File: config.mk
export PLATFORM = sky130hd
export DESIGN_NAME = failsafe_thermostat_heat_arm
export DESIGN_NICKNAME = d
export VERILOG_FILES = /design/src/fsth_pkg.sv /design/src/failsafe_thermostat_heat_arm.sv /design/src/fsth_div.sv
export SDC_FILE = /design/constraint.sdc
export NUM_CORES = 1
export LEC_CHECK = 0
export ABC_AREA = 1
export BUFFER_PORTS_ARGS = -buffer_cell sky130_fd_sc_hd__buf_4
export CORE_UTILIZATION = 35
export DETAILED_ROUTE_END_ITERATION = 10
export MAX_ROUTING_LAYER = met4
export SLEW_MARGIN = 25
export SYNTH_ARGS = -nofsm -noshare
export SYNTH_HDL_FRONTEND = slang
export SYNTH_SLANG_ARGS = --single-unit
File: constraint.sdc
create_clock -name clock -period 14.5 [get_ports clock]
set_input_delay 2.9 -clock clock [delete_from_list [all_inputs] [get_ports clock]]
set_output_delay 2.9 -clock clock [all_outputs]
set_load 0.1 [all_outputs]
File: src/fsth_pkg.sv
`timescale 1ns / 1ps

package fsth_pkg;

   // action codes carried in req_tuser
   typedef enum logic [1:0] {
      ACT_TICK       = 2'd0,
      ACT_DECIDE     = 2'd1,
      ACT_CLEAR_AGE  = 2'd2,
      ACT_CLEAR_HOURS = 2'd3
   } action_type;

   typedef enum logic [2:0] {
      REASON_DISARMED = 3'd0,
      REASON_BLIND    = 3'd1,
      REASON_HOLD     = 3'd2,
      REASON_COLD     = 3'd3,
      REASON_WARM     = 3'd4
   } reason_type;

   // configuration register indexes
   typedef enum logic [1:0] {
      CSR_HEAT_DAYS_LIMIT   = 2'd0,
      CSR_ROOM_TARGET_DECI  = 2'd1,
      CSR_MIN_CYCLE_SECONDS = 2'd2,
      CSR_UNUSED            = 2'd3
   } csr_index_type;

   localparam int TEMP_W        = 11;
   localparam int DAYS_W        = 8;
   localparam int SECONDS_W     = 16;
   localparam int HOURS_W       = 16;
   localparam int LIMIT_W       = 13;  // 255 days * 24
   localparam int MIN_MS_W      = 26;  // 65535 s * 1000
   localparam int HOURS_PER_DAY = 24;
   localparam int MS_PER_S      = 1000;
   localparam int HYST_DECI     = 3;

   localparam int REQ_DATA_W = 48;
   localparam int RSP_DATA_W = 56;

   // rsp_tdata field positions
   localparam int RSP_REQ_BIT     = 0;
   localparam int RSP_REASON_LSB  = 1;
   localparam int RSP_PERSIST_BIT = 4;
   localparam int RSP_WDOG_LSB    = 5;
   localparam int RSP_HOURS_LSB   = 37;

   localparam logic [DAYS_W-1:0]    DAYS_RESET   = 8'd7;
   localparam logic [TEMP_W-1:0]    TARGET_RESET = 11'd200;
   localparam logic [SECONDS_W-1:0] SECONDS_RESET = 16'd300;

   typedef struct packed {
      action_type         action;
      logic [31:0]        elapsed_ms;
      logic               remote_owns_mode;
      logic               reading_ok;
      logic signed [TEMP_W-1:0] room_deci;
      logic               sent_heat_bit;
   } item_type;

endpackage

File: src/failsafe_thermostat_heat_arm.sv
`timescale 1ns / 1ps

// Failsafe heat arm: hour accounting and bang-bang verdict for a boiler link.
// Input stream req_*: one item per transfer; req_tuser carries the action
// (tick, decide, clear heat bit age, clear heat hours). Result stream rsp_*:
// exactly one result per item, in order, carrying the verdict, the persist
// strobe, the watchdog and the heat-hours count after the item.
// Config port csr_*: writes register csr_index with csr_wdata; always ready.
// Path: each item passes the four divider stages for elapsed_ms / HOUR_MS,
// then the state update into the result register.
// Throughput: one item per cycle while the result is not stalled by
// rsp_tready; the state update reads the state registers directly, so
// back-to-back ticks and decisions are taken without gaps.
// Reset clears all state and loads the registers with 7 days, 20.0 degrees
// and 300 s. When rsp_tready is low the result register holds and the
// pipeline keeps accepting items until its stages are full, then req_tready
// drops.
module failsafe_thermostat_heat_arm import fsth_pkg::*; #(
   parameter int unsigned HOUR_MS = 3600000
) (
   input  logic                  clock,
   input  logic                  reset,
   input  logic                  req_tvalid,
   output logic                  req_tready,
   // elapsed_ms[31:0], remote_owns_mode[32], reading_ok[33], room_deci[44:34],
   // sent_heat_bit[45], zero fill
   input  logic [REQ_DATA_W-1:0] req_tdata,
   // action[1:0]
   input  logic [1:0]            req_tuser,
   output logic                  rsp_tvalid,
   input  logic                  rsp_tready,
   // heat_request[0], verdict_reason[3:1], persist_now[4], watchdog_ms[36:5],
   // heat_hours_count[52:37], zero fill
   output logic [RSP_DATA_W-1:0] rsp_tdata,
   input  logic                  csr_valid,
   output logic                  csr_ready,
   input  logic [1:0]            csr_index,
   input  logic [SECONDS_W-1:0]  csr_wdata
);

   localparam int FRAC_W = $clog2(HOUR_MS);
   localparam int QUOT_W = $clog2(64'hFFFF_FFFF / HOUR_MS + 1);
   localparam longint unsigned Q_SAT = 64'hFFFF_FFFF / HOUR_MS;
   localparam longint unsigned R_SAT = 64'hFFFF_FFFF % HOUR_MS;
   localparam int SUM_W = ((QUOT_W > HOURS_W) ? QUOT_W : HOURS_W) + 1;
   localparam int CMP_W = TEMP_W + 2;

   item_type            req_item;
   item_type            div_item;
   logic                div_valid;
   logic                div_ready;
   logic [QUOT_W-1:0]   div_quot;
   logic [FRAC_W-1:0]   div_rem;
   logic                step;

   // configuration
   logic signed [TEMP_W-1:0] target_ff;
   logic [LIMIT_W-1:0]       limit_hours_ff;
   logic [MIN_MS_W-1:0]      min_ms_ff;

   // state
   logic [31:0]         wdog_ff, wdog_in;
   logic [31:0]         age_ff, age_in;
   logic [FRAC_W-1:0]   frac_ff, frac_in;
   logic [HOURS_W-1:0]  hours_ff, hours_in;
   logic                want_ff, want_in;

   // result
   logic                rsp_valid_ff;
   logic                heat_req_ff, heat_req_in;
   reason_type          reason_ff, reason_in;
   logic                persist_ff, persist_in;

   logic [32:0]         wdog_sum, age_sum, frac_sum;
   logic [FRAC_W:0]     rem_sum;
   logic                rem_wrap;
   logic [QUOT_W-1:0]   new_hours;
   logic [SUM_W-1:0]    hours_sum;
   logic signed [CMP_W-1:0] room_x, cold_edge, warm_edge;
   logic                disarmed, want_tmp;

   assign req_item.action           = action_type'(req_tuser);
   assign req_item.elapsed_ms       = req_tdata[31:0];
   assign req_item.remote_owns_mode = req_tdata[32];
   assign req_item.reading_ok       = req_tdata[33];
   assign req_item.room_deci        = req_tdata[44:34];
   assign req_item.sent_heat_bit    = req_tdata[45];

   fsth_div #(
      .HOUR_MS (HOUR_MS)
   ) u_div (
      .clock     (clock),
      .reset     (reset),
      .in_valid  (req_tvalid),
      .in_ready  (req_tready),
      .in_item   (req_item),
      .out_valid (div_valid),
      .out_ready (div_ready),
      .out_item  (div_item),
      .out_quot  (div_quot),
      .out_rem   (div_rem)
   );

   assign div_ready = !rsp_valid_ff || rsp_tready;
   assign step      = div_valid && div_ready;
   assign csr_ready = 1'b1;

   always_ff @(posedge clock) begin
      if (reset) begin
         target_ff      <= TARGET_RESET;
         limit_hours_ff <= LIMIT_W'(DAYS_RESET) * LIMIT_W'(HOURS_PER_DAY);
         min_ms_ff      <= MIN_MS_W'(SECONDS_RESET) * MIN_MS_W'(MS_PER_S);
      end else if (csr_valid) begin
         unique case (csr_index_type'(csr_index))
            CSR_HEAT_DAYS_LIMIT: begin
               limit_hours_ff <= LIMIT_W'(csr_wdata[DAYS_W-1:0]) * LIMIT_W'(HOURS_PER_DAY);
            end
            CSR_ROOM_TARGET_DECI: begin
               target_ff <= csr_wdata[TEMP_W-1:0];
            end
            CSR_MIN_CYCLE_SECONDS: begin
               min_ms_ff <= MIN_MS_W'(csr_wdata) * MIN_MS_W'(MS_PER_S);
            end
            default: begin
            end
         endcase
      end
   end

   // tick arithmetic: the hour accumulator saturates before whole hours come out
   assign wdog_sum = {1'b0, wdog_ff} + {1'b0, div_item.elapsed_ms};
   assign age_sum  = {1'b0, age_ff} + {1'b0, div_item.elapsed_ms};
   assign frac_sum = 33'(frac_ff) + {1'b0, div_item.elapsed_ms};
   assign rem_sum  = (FRAC_W+1)'(frac_ff) + (FRAC_W+1)'(div_rem);
   assign rem_wrap = rem_sum >= (FRAC_W+1)'(HOUR_MS);

   always_comb begin
      if (frac_sum[32]) begin
         new_hours = QUOT_W'(Q_SAT);
      end else begin
         new_hours = div_quot + QUOT_W'(rem_wrap);
      end
   end

   assign hours_sum = SUM_W'(hours_ff) + SUM_W'(new_hours);

   // hysteresis edges, both inclusive
   assign room_x    = CMP_W'(div_item.room_deci);
   assign cold_edge = CMP_W'(target_ff) - CMP_W'(HYST_DECI);
   assign warm_edge = CMP_W'(target_ff) + CMP_W'(HYST_DECI);
   assign disarmed  = hours_ff >= HOURS_W'(limit_hours_ff);

   always_comb begin
      wdog_in     = wdog_ff;
      age_in      = age_ff;
      frac_in     = frac_ff;
      hours_in    = hours_ff;
      want_in     = want_ff;
      heat_req_in = 1'b0;
      reason_in   = REASON_DISARMED;
      persist_in  = 1'b0;
      want_tmp    = want_ff;
      unique case (div_item.action)
         ACT_TICK: begin
            if (!div_item.remote_owns_mode) begin
               wdog_in = '0;
            end else if (wdog_sum[32]) begin
               wdog_in = '1;
            end else begin
               wdog_in = wdog_sum[31:0];
            end
            age_in = age_sum[32] ? '1 : age_sum[31:0];
            if (frac_sum[32]) begin
               frac_in = FRAC_W'(R_SAT);
            end else if (rem_wrap) begin
               frac_in = FRAC_W'(rem_sum - (FRAC_W+1)'(HOUR_MS));
            end else begin
               frac_in = rem_sum[FRAC_W-1:0];
            end
            if (new_hours != '0) begin
               persist_in = hours_ff < HOURS_W'(limit_hours_ff);
               hours_in   = (hours_sum > SUM_W'({HOURS_W{1'b1}})) ? '1
                                                                  : hours_sum[HOURS_W-1:0];
            end
         end
         ACT_DECIDE: begin
            priority if (disarmed) begin
               want_in = 1'b0;
            end else if (!div_item.reading_ok) begin
               want_in     = 1'b1;
               heat_req_in = 1'b1;
               reason_in   = REASON_BLIND;
            end else begin
               if (room_x <= cold_edge) begin
                  want_tmp = 1'b1;
               end else if (room_x >= warm_edge) begin
                  want_tmp = 1'b0;
               end
               want_in = want_tmp;
               // minimum on/off time counted on the bit actually sent
               if (want_tmp != div_item.sent_heat_bit && age_ff < 32'(min_ms_ff)) begin
                  heat_req_in = div_item.sent_heat_bit;
                  reason_in   = REASON_HOLD;
               end else begin
                  heat_req_in = want_tmp;
                  reason_in   = want_tmp ? REASON_COLD : REASON_WARM;
               end
            end
         end
         ACT_CLEAR_AGE: begin
            age_in = '0;
         end
         ACT_CLEAR_HOURS: begin
            hours_in = '0;
         end
         default: begin
         end
      endcase
   end

   always_ff @(posedge clock) begin
      if (reset) begin
         wdog_ff      <= '0;
         age_ff       <= '0;
         frac_ff      <= '0;
         hours_ff     <= '0;
         want_ff      <= 1'b0;
         rsp_valid_ff <= 1'b0;
      end else begin
         if (div_ready) rsp_valid_ff <= div_valid;
         if (step) begin
            wdog_ff  <= wdog_in;
            age_ff   <= age_in;
            frac_ff  <= frac_in;
            hours_ff <= hours_in;
            want_ff  <= want_in;
         end
      end
   end

   always_ff @(posedge clock) begin
      if (step) begin
         heat_req_ff <= heat_req_in;
         reason_ff   <= reason_in;
         persist_ff  <= persist_in;
      end
   end

   // watchdog and hours are the state registers, updated with the result
   assign rsp_tvalid = rsp_valid_ff;
   assign rsp_tdata  = {3'b000, hours_ff, wdog_ff, persist_ff, reason_ff, heat_req_ff};

endmodule

File: src/fsth_div.sv
`timescale 1ns / 1ps

// divides elapsed_ms by the hour length through a reciprocal multiply,
// carrying the rest of the item alongside
module fsth_div import fsth_pkg::*; #(
   parameter int unsigned HOUR_MS = 3600000
) (
   input  logic     clock,
   input  logic     reset,
   input  logic     in_valid,
   output logic     in_ready,
   input  item_type in_item,
   output logic     out_valid,
   input  logic     out_ready,
   output item_type out_item,
   output logic [$clog2(64'hFFFF_FFFF / HOUR_MS + 1)-1:0] out_quot,
   output logic [$clog2(HOUR_MS)-1:0] out_rem
);

   localparam int FRAC_W = $clog2(HOUR_MS);
   localparam longint unsigned RECIP = 64'h1_0000_0000 / HOUR_MS;
   localparam int RECIP_W = $clog2(RECIP + 1);
   localparam int QUOT_W = $clog2(64'hFFFF_FFFF / HOUR_MS + 1);
   localparam int PROD_W = 32 + RECIP_W;

   logic s1_valid_ff, s2_valid_ff, s3_valid_ff, s4_valid_ff;
   logic s1_ready, s2_ready, s3_ready, s4_ready;

   item_type s1_item_ff, s2_item_ff, s3_item_ff, s4_item_ff;
   logic [QUOT_W-1:0] s2_quot_ff, s3_quot_ff, s4_quot_ff;
   logic [FRAC_W:0]   s3_rem_ff;
   logic [FRAC_W-1:0] s4_rem_ff;

   logic [PROD_W-1:0] prod_in;
   logic [31:0]       qd;
   logic [31:0]       rem_raw;
   logic [QUOT_W-1:0] quot_in;
   logic [FRAC_W-1:0] rem_in;

   assign s4_ready = !s4_valid_ff || out_ready;
   assign s3_ready = !s3_valid_ff || s4_ready;
   assign s2_ready = !s2_valid_ff || s3_ready;
   assign s1_ready = !s1_valid_ff || s2_ready;
   assign in_ready = s1_ready;

   // estimate is the true quotient or one below it
   assign prod_in = PROD_W'(s1_item_ff.elapsed_ms) * PROD_W'(RECIP);
   assign qd      = 32'(s2_quot_ff) * 32'(HOUR_MS);
   assign rem_raw = s2_item_ff.elapsed_ms - qd;

   always_comb begin
      if (s3_rem_ff >= (FRAC_W+1)'(HOUR_MS)) begin
         quot_in = s3_quot_ff + QUOT_W'(1);
         rem_in  = FRAC_W'(s3_rem_ff - (FRAC_W+1)'(HOUR_MS));
      end else begin
         quot_in = s3_quot_ff;
         rem_in  = s3_rem_ff[FRAC_W-1:0];
      end
   end

   always_ff @(posedge clock) begin
      if (reset) begin
         s1_valid_ff <= 1'b0;
         s2_valid_ff <= 1'b0;
         s3_valid_ff <= 1'b0;
         s4_valid_ff <= 1'b0;
      end else begin
         if (s1_ready) s1_valid_ff <= in_valid;
         if (s2_ready) s2_valid_ff <= s1_valid_ff;
         if (s3_ready) s3_valid_ff <= s2_valid_ff;
         if (s4_ready) s4_valid_ff <= s3_valid_ff;
      end
   end

   always_ff @(posedge clock) begin
      if (s1_ready && in_valid) begin
         s1_item_ff <= in_item;
      end
      if (s2_ready && s1_valid_ff) begin
         s2_item_ff <= s1_item_ff;
         s2_quot_ff <= prod_in[32 +: QUOT_W];
      end
      if (s3_ready && s2_valid_ff) begin
         s3_item_ff <= s2_item_ff;
         s3_quot_ff <= s2_quot_ff;
         s3_rem_ff  <= rem_raw[FRAC_W:0];
      end
      if (s4_ready && s3_valid_ff) begin
         s4_item_ff <= s3_item_ff;
         s4_quot_ff <= quot_in;
         s4_rem_ff  <= rem_in;
      end
   end

   assign out_valid = s4_valid_ff;
   assign out_item  = s4_item_ff;
   assign out_quot  = s4_quot_ff;
   assign out_rem   = s4_rem_ff;

endmodule

==> results.json, run 1 <==
{
  "outcome": "complete, no violations",
  "vias": 26023,
  "cts-root-buf": "clkbuf_16",
  "ys_seq_area_share_pct": 32.3,
  "track_usage_pct": 18.3,
  "ys_types": 56,
  "syn2layout_area_growth_pct": 11.9,
  "nets": 4718,
  "hp-class": "reg2reg",
  "num_rows": 113,
  "crit-reg2reg-launch": "u_div.out_rem[0]$_DFFE_PP_",
  "dp.cells": 5218,
  "crit_type": "in2out",
  "postRouteAntennaNets": 0,
  "startpoint": "rsp_tready",
  "dpl.hpwl_mm": 69.6,
  "htreeDepth": 2,
  "drive_gt1_share_pct": 6.67,
  "dr.pass1.iters": 5,
  "synth_top_cells_by_area": "edfxtp_1 (23%), ha_1 (17%), fa_1 (11%)",
  "postCtsResizedCells": 0,
  "fin_util_pct": 39.6,
  "postCtsSetupBuffers": 0,
  "drt-initial-drc-count": 1259,
  "finClkSkew_ps": 27.1,
  "ys_ff_latch": 413,
  "synth-async-reset-ratio_pct": 0,
  "cp.required_ps": 11600,
  "syn_avg_cell_area_sq_um": 8.69,
  "synth_cells": 3876,
  "relSlewSlack_pct": 34.2,
  "synth-warning-count": 0,
  "worstSkewPairLatency_ps": 620,
  "viasPerCell": 4.90,
  "initial_core_util_pct": 35.4,
  "grt_pass1_wl_mm": 138,
  "remaining_drc_errors": 0,
  "cp_top_family": "simple AND/OR/NAND/NOR gates",
  "synth_area_sq_mm": 0.0337,
  "stdcell_count": 5311,
  "synth_edf_count": 261,
  "cts_made_buffers": 49,
  "worstHoldStart": "u_div.s3_item_ff[38]$_DFFE_PP_",
  "crit_buf_inv": 7,
  "antenna_found_initial": 1,
  "clkTransAtPathRegs_ps": 60,
  "cap_violations": 0,
  "grt_max_degree": 83,
  "grt_pass1_vias": 25788,
  "period_needed_ps": 7400,
  "grt_overflow_total": 0,
  "rsz0062_at_grt": "no",
  "clock-sinks": 413,
  "die_area_sq_mm": 0.0975,
  "fin_crit_sh_pct": 51.0,
  "ios": 132,
  "hold_viol": 0,
  "wl_per_cell_um": 16.3,
  "synth_top_area_cell": "edfxtp_1",
  "finalSetupTns_ps": 0,
  "portBuffers": 125,
  "wirelength_mm": 86.8,
  "hold_buffers": 0,
  "end_kind": "primary output",
  "n_fill_cell": 9583,
  "worst_pin_slew_ps": 981,
  "crit_chain": "buf_4 > nor2_1 > inv_1 > nor2_1 > inv_1 > nor2_1 > inv_1 > nor2_1 > inv_1 > nor2_1 > inv_1 > buf_4",
  "gp_congestion": 0.948,
  "path_max_fanout": 3,
  "die_w_um": 312,
  "synth_top_area_share_pct": 23.3,
  "crit_slowest_cell": "buf_4",
  "cp-start-kind": "input pin",
  "tritoncts": "done",
  "die_h_um": 312,
  "clockBufferDepth": 3,
  "fmax_ghz": 0.135,
  "setup_viol_count_final": 0,
  "cpPeakStageDelay_ps": 240,
  "synth_flop_cell": "edfxtp_1",
  "report.final.slew_viol_count": 0,
  "core-area_sq_mm": 0.0952,
  "cp.arrival_ps": 4500
}
==> layout by cell type, fill, tap and decap left out, types with 6 or more instances in the layout <==
cell type  netlist  final
a211oi_1         6      6
a21boi_0         6      6
a21o_1          17     17
a21oi_1        384    384
a221oi_1         6      6
a31oi_1         16     16
buf_4            8    138
clkbuf_1        42     15
clkbuf_16        0     49
clkinv_1         1      8
dfxtp_1        152    152
edfxtp_1       261    261
fa_1           183    183
ha_1           458    458
inv_1          600    596
inv_2            5      7
nand2_1        700    700
nand2_2         10     10
nand3_1        128    128
nand3_2          9      9
nand3b_1         6      6
nand4_1         65     65
nor2_1         227    224
nor2_2           9      9
nor3_1          51     50
nor4_1          18     18
o211ai_1        27     27
o21a_1          15     15
o21ai_0        205    205
o21bai_1        20     20
o221ai_1         6      6
o31ai_1          7      7
or2_2           10     10
xnor2_1         54     54
xor2_1         114    114
==> Yosys cell counts (3+ instances only) <==
cell      count
nand2_1     700
inv_1       600
ha_1        458
a21oi_1     384
edfxtp_1    261
nor2_1      227
o21ai_0     205
fa_1        183
dfxtp_1     152
nand3_1     128
xor2_1      114
nand4_1      65
xnor2_1      54
nor3_1       51
clkbuf_1     42
o211ai_1     27
o21bai_1     20
nor4_1       18
a21o_1       17
a31oi_1      16
o21a_1       15
nand2_2      10
or2_2        10
nand3_2       9
nor2_2        9
buf_4         8
buf_2         7
o31ai_1       7
a211oi_1      6
a21boi_0      6
a221oi_1      6
nand3b_1      6
o221ai_1      6
and2_1        5
inv_2         5
o21ai_1       5
buf_1         4
and3_1        3
==> stage by stage <==
step | cell area, sq um | hold slack, ps | worst slack, ps
CTS | 37700 | 416 | 7090
global placement | 36100 | 401 | 7210
floorplan | 33700 | 400 | 7570
detailed placement | 36100 | 405 | 7090
global route | 37700 | 422 | 6870
finish | 37700 | 411 | 7100
==> routing by layer <==
metal	up-vias	GRT usage (%)	share of wire, %
met5	-	-	0
met4	0	5.36	2.8
met3	130	2.03	3.2
met2	393	31.7	49
met1	12214	22.4	45
li1	13286	-	-
==> worst reg2reg max path, delay by kind of cell, from the launching register on <==
family          cells  cell delay (ps)
flops               1              500
xor+xnor            1              150
compound gates      3              560
fa+ha+maj           4             1510
buf+inv             3              220
simple gates       24             3840
==> cell type report <==
cell class / count / area, sq um / area share [%]
inverters: 606 / 2270 / 6.03
clock buffers: 67 / 1320 / 3.51
well taps: 1265 / 1580 / 4.20
clock inverters: 25 / 323 / 0.856
diodes: 1 / 2.50 / 0.00664
multi-input cells: 2796 / 20300 / 53.8
repair buffers: 138 / 1040 / 2.75
flip-flops and latches: 413 / 10900 / 28.9
==> cell families (layout without fill, tap and decap cells) <==
group / count (synthesis) / in the layout / synth area share (%)
buffers and inverters: 669 / 836 / 7.61
DFF: 413 / 413 / 32.3
and+or+nand+nor: 1246 / 1246 / 15.8
adders and majority gates: 641 / 641 / 27.9
AOI/OAI and AO/OA: 736 / 736 / 12.0
muxes: 1 / 1 / 0.0334
xor gates and xnor gates: 168 / 168 / 4.37
other: 2 / 5 / 0.0223
==> sequential cells by signal, indices dropped and copies added, names as in the netlist, 11 cells and up <==
name / flops
u_div.s3_item_ff: 41
min_ms_ff: 23
u_div.s3_quot_ff: 11
hours_ff: 16
u_div.s2_quot_ff: 11
u_div.out_quot: 11
age_ff: 32
u_div.out_rem: 22
u_div.s2_item_ff: 48
u_div.s1_item_ff: 48
wdog_ff: 32
frac_ff: 22
target_ff: 11
u_div.out_item: 41
u_div.s3_rem_ff: 23
==> worst paths after layout <==
| path | end | slack, ps | cells after the start |
|---|---|---|---|
| setup / recovery | req_tready | 7100 | 12 |
| hold / removal | u_div.out_item[38]$_DFFE_PP_ | 410 | 0 |
| setup reg to reg | hours_ff[13]$_SDFFE_PP0P_ | 7690 | 35 |
| hold reg to reg | u_div.out_item[38]$_DFFE_PP_ | 410 | 0 |
Power of run 1 is left out: the tool's default activity adds up to more than one toggle a clock period on the data nets, which glitch-free logic cannot reach.
==> run 2: changes to the inputs <==
Settings changed: ABC_AREA 1 to 0.
Clock period 14.5 ns to 7.1 ns, I/O delays scaled along.
==> results.json, run 2 <==
{
  "outcome": "finished, violations left",
  "failed_checks": "DRC",
  "cts-root-buf": "clkbuf_16",
  "cap_violations": 0,
  "synth_edf_count": 261,
  "cp.required_ps": 7580,
  "crit_buf_inv": 2,
  "synth_top_area_share_pct": 24.9,
  "drt-initial-drc-count": 1313,
  "grt_max_degree": 75,
  "setup_viol_count_final": 0,
  "r2r_slack_ps": 430,
  "hold_viol": 0,
  "worst_pin_slew_ps": 979,
  "worstSkewPairLatency_ps": 620,
  "synthTopCellsByCount": "ha_1 (458), inv_1 (336), edfxtp_1 (261)",
  "ys_ff_latch": 413,
  "initial_core_util_pct": 35.4,
  "crit_type": "reg2reg",
  "ys_seq_area_share_pct": 34.6,
  "dpl.hpwl_mm": 56.7,
  "reg2regPathDepth": 27,
  "end_kind": "register",
  "synth_cells": 3070,
  "crit_slowest_cell": "a2111oi_2",
  "finalSetupTns_ps": 0,
  "synth_most_common_cell": "ha_1",
  "report.final.slew_viol_count": 0,
  "whs_path_depth": 0,
  "fin_crit_sh_pct": 93.9,
  "final_common_cell": "ha_1",
  "reg.largest.list": "u_div.s1_item_ff x48, u_div.s2_item_ff x48",
  "tritoncts": "done",
  "cp.arrival_ps": 7150,
  "portBuffers": 125,
  "grt_pass1_vias": 21944,
  "synth_flop_cell": "edfxtp_1",
  "cts_made_buffers": 51,
  "synth_top_area_cell": "edfxtp_1",
  "wl_per_cell_um": 16.5,
  "hp-class": "reg2reg",
  "grt_overflow_total": 0,
  "maxUsedRoutingLayer": "met4",
  "relSlewSlack_pct": 34.6,
  "clkTransAtPathRegs_ps": 60,
  "core-area_sq_mm": 0.0886,
  "track_usage_pct": 16.5,
  "fmax_ghz": 0.150,
  "antenna_cells": 0,
  "synth_top_cells_by_area": "edfxtp_1 (25%), ha_1 (18%), fa_1 (12%)",
  "crit-reg2reg-launch": "u_div.out_rem[0]$_DFFE_PP_",
  "rsz0062_at_grt": "no",
  "drive_gt1_share_pct": 8.50,
  "hold_end": "u_div.s2_item_ff[7]$_DFFE_PP_",
  "wirelength_mm": 72.4,
  "gp_congestion": 0.922,
  "syn_avg_cell_area_sq_um": 10.2,
  "viasPerCell": 4.97,
  "synth-warning-count": 0,
  "finClkSkew_ps": 34.5,
  "clock-sinks": 413,
  "period_needed_ps": 6670,
  "cpPeakStageDelay_ps": 460,
  "r2r_end": "hours_ff[13]$_SDFFE_PP0P_",
  "die_h_um": 302,
  "cp-start-kind": "register",
  "path_max_fanout": 12,
  "clockBufferDepth": 3,
  "htreeDepth": 2,
  "postRouteAntennaNets": 0,
  "met1_length_mm": 33.2,
  "antenna_found_initial": 2,
  "cp_top_family": "compound AO/OA/AOI/OAI gates",
  "synth-async-reset-ratio_pct": 0,
  "nets": 3906,
  "wl_met3_mm": 3.09,
  "vias": 21885,
  "layout_common_cells": "ha_1 (458), inv_1 (336), edfxtp_1 (261)",
  "dr_wl_met2_mm": 34.4,
  "die_area_sq_mm": 0.0910,
  "dr.pass1.iters": 8,
  "num_rows": 109,
  "grt_pass1_wl_mm": 116,
  "remaining_drc_errors": 5,
  "synth_area_sq_mm": 0.0314,
  "ios": 132,
  "syn2layout_area_growth_pct": 13.2,
  "die_w_um": 302,
  "worstHoldStart": "u_div.s1_item_ff[7]$_DFFE_PP_",
  "startpoint": "u_div.out_rem[0]$_DFFE_PP_",
  "ys_types": 82
}
run 2: cell count changes in the layout (fill, tap and decap cells not counted), moves of 66 or more:
cell | before | now
inv_1 | 596 | 336
a21oi_1 | 384 | 191
nand2_1 | 700 | 230
a21o_1 | 17 | 85
nand3_1 | 128 | 39
xnor2_1 | 54 | 120
run 2: worst max-delay path by stage:
stage | end | slack [ps] | depth (start not counted)
floorplan | u_div.s2_item_ff[0]$_DFFE_PP_ | 420 | 4
global placement | hours_ff[13]$_SDFFE_PP0P_ | 130 | 28
detailed placement | hours_ff[13]$_SDFFE_PP0P_ | 10 | 28
CTS | hours_ff[13]$_SDFFE_PP0P_ | 8 | 28
global route | hours_ff[10]$_SDFFE_PP0P_ | 50 | 27
finish | hours_ff[13]$_SDFFE_PP0P_ | 430 | 27
run 2: cells by family after synthesis:
group                      synth area share, %
and+or+nand+nor                           10.9
adders and majority gates                 29.9
AOI/OAI and AO/OA                         13.7
muxes                                    0.307
other                                   0.0239
DFF                                       34.6
xor gates and xnor gates                  5.41
buffers and inverters                     5.09
run 2: metrics by stage:
step	instances	area (sq um)	setup slack, ps	utilization [%]	hold WS (ps)
2_1_floorplan	3072	31400	418	-	400
3_3_place_gp	4302	33700	132	38.0	400
3_5_place_dp	4303	33700	11.2	38.0	405
4_1_cts	4398	35500	7.82	40.1	392
5_1_grt	4399	35600	45.5	40.1	401
6_report	4399	35600	434	40.1	392
run 2: cell type report:
cell class / count / area, sq um
fillers: 8605 / 53100
multi-input cells: 2244 / 19000
flip-flops and latches: 413 / 10900
well taps: 1165 / 1460
clock buffers: 54 / 1290
inverters: 336 / 1260
repair buffers: 146 / 1120
clock inverters: 41 / 504
run 2: per-layer routing:
layer	vias to the layer above	GRT usage [%]
met4	0	4.52
li1	11048	-
met5	-	-
met2	379	27.4
met1	10358	21.2
met3	100	2.13
run 2: what timing repair did:
action,CTS,global route
endpoints found under the setup margin,0,12
hold buffers,0,0
setup buffers,0,1
resized for setup,0,9
Power of run 2 is left out for the same reason.
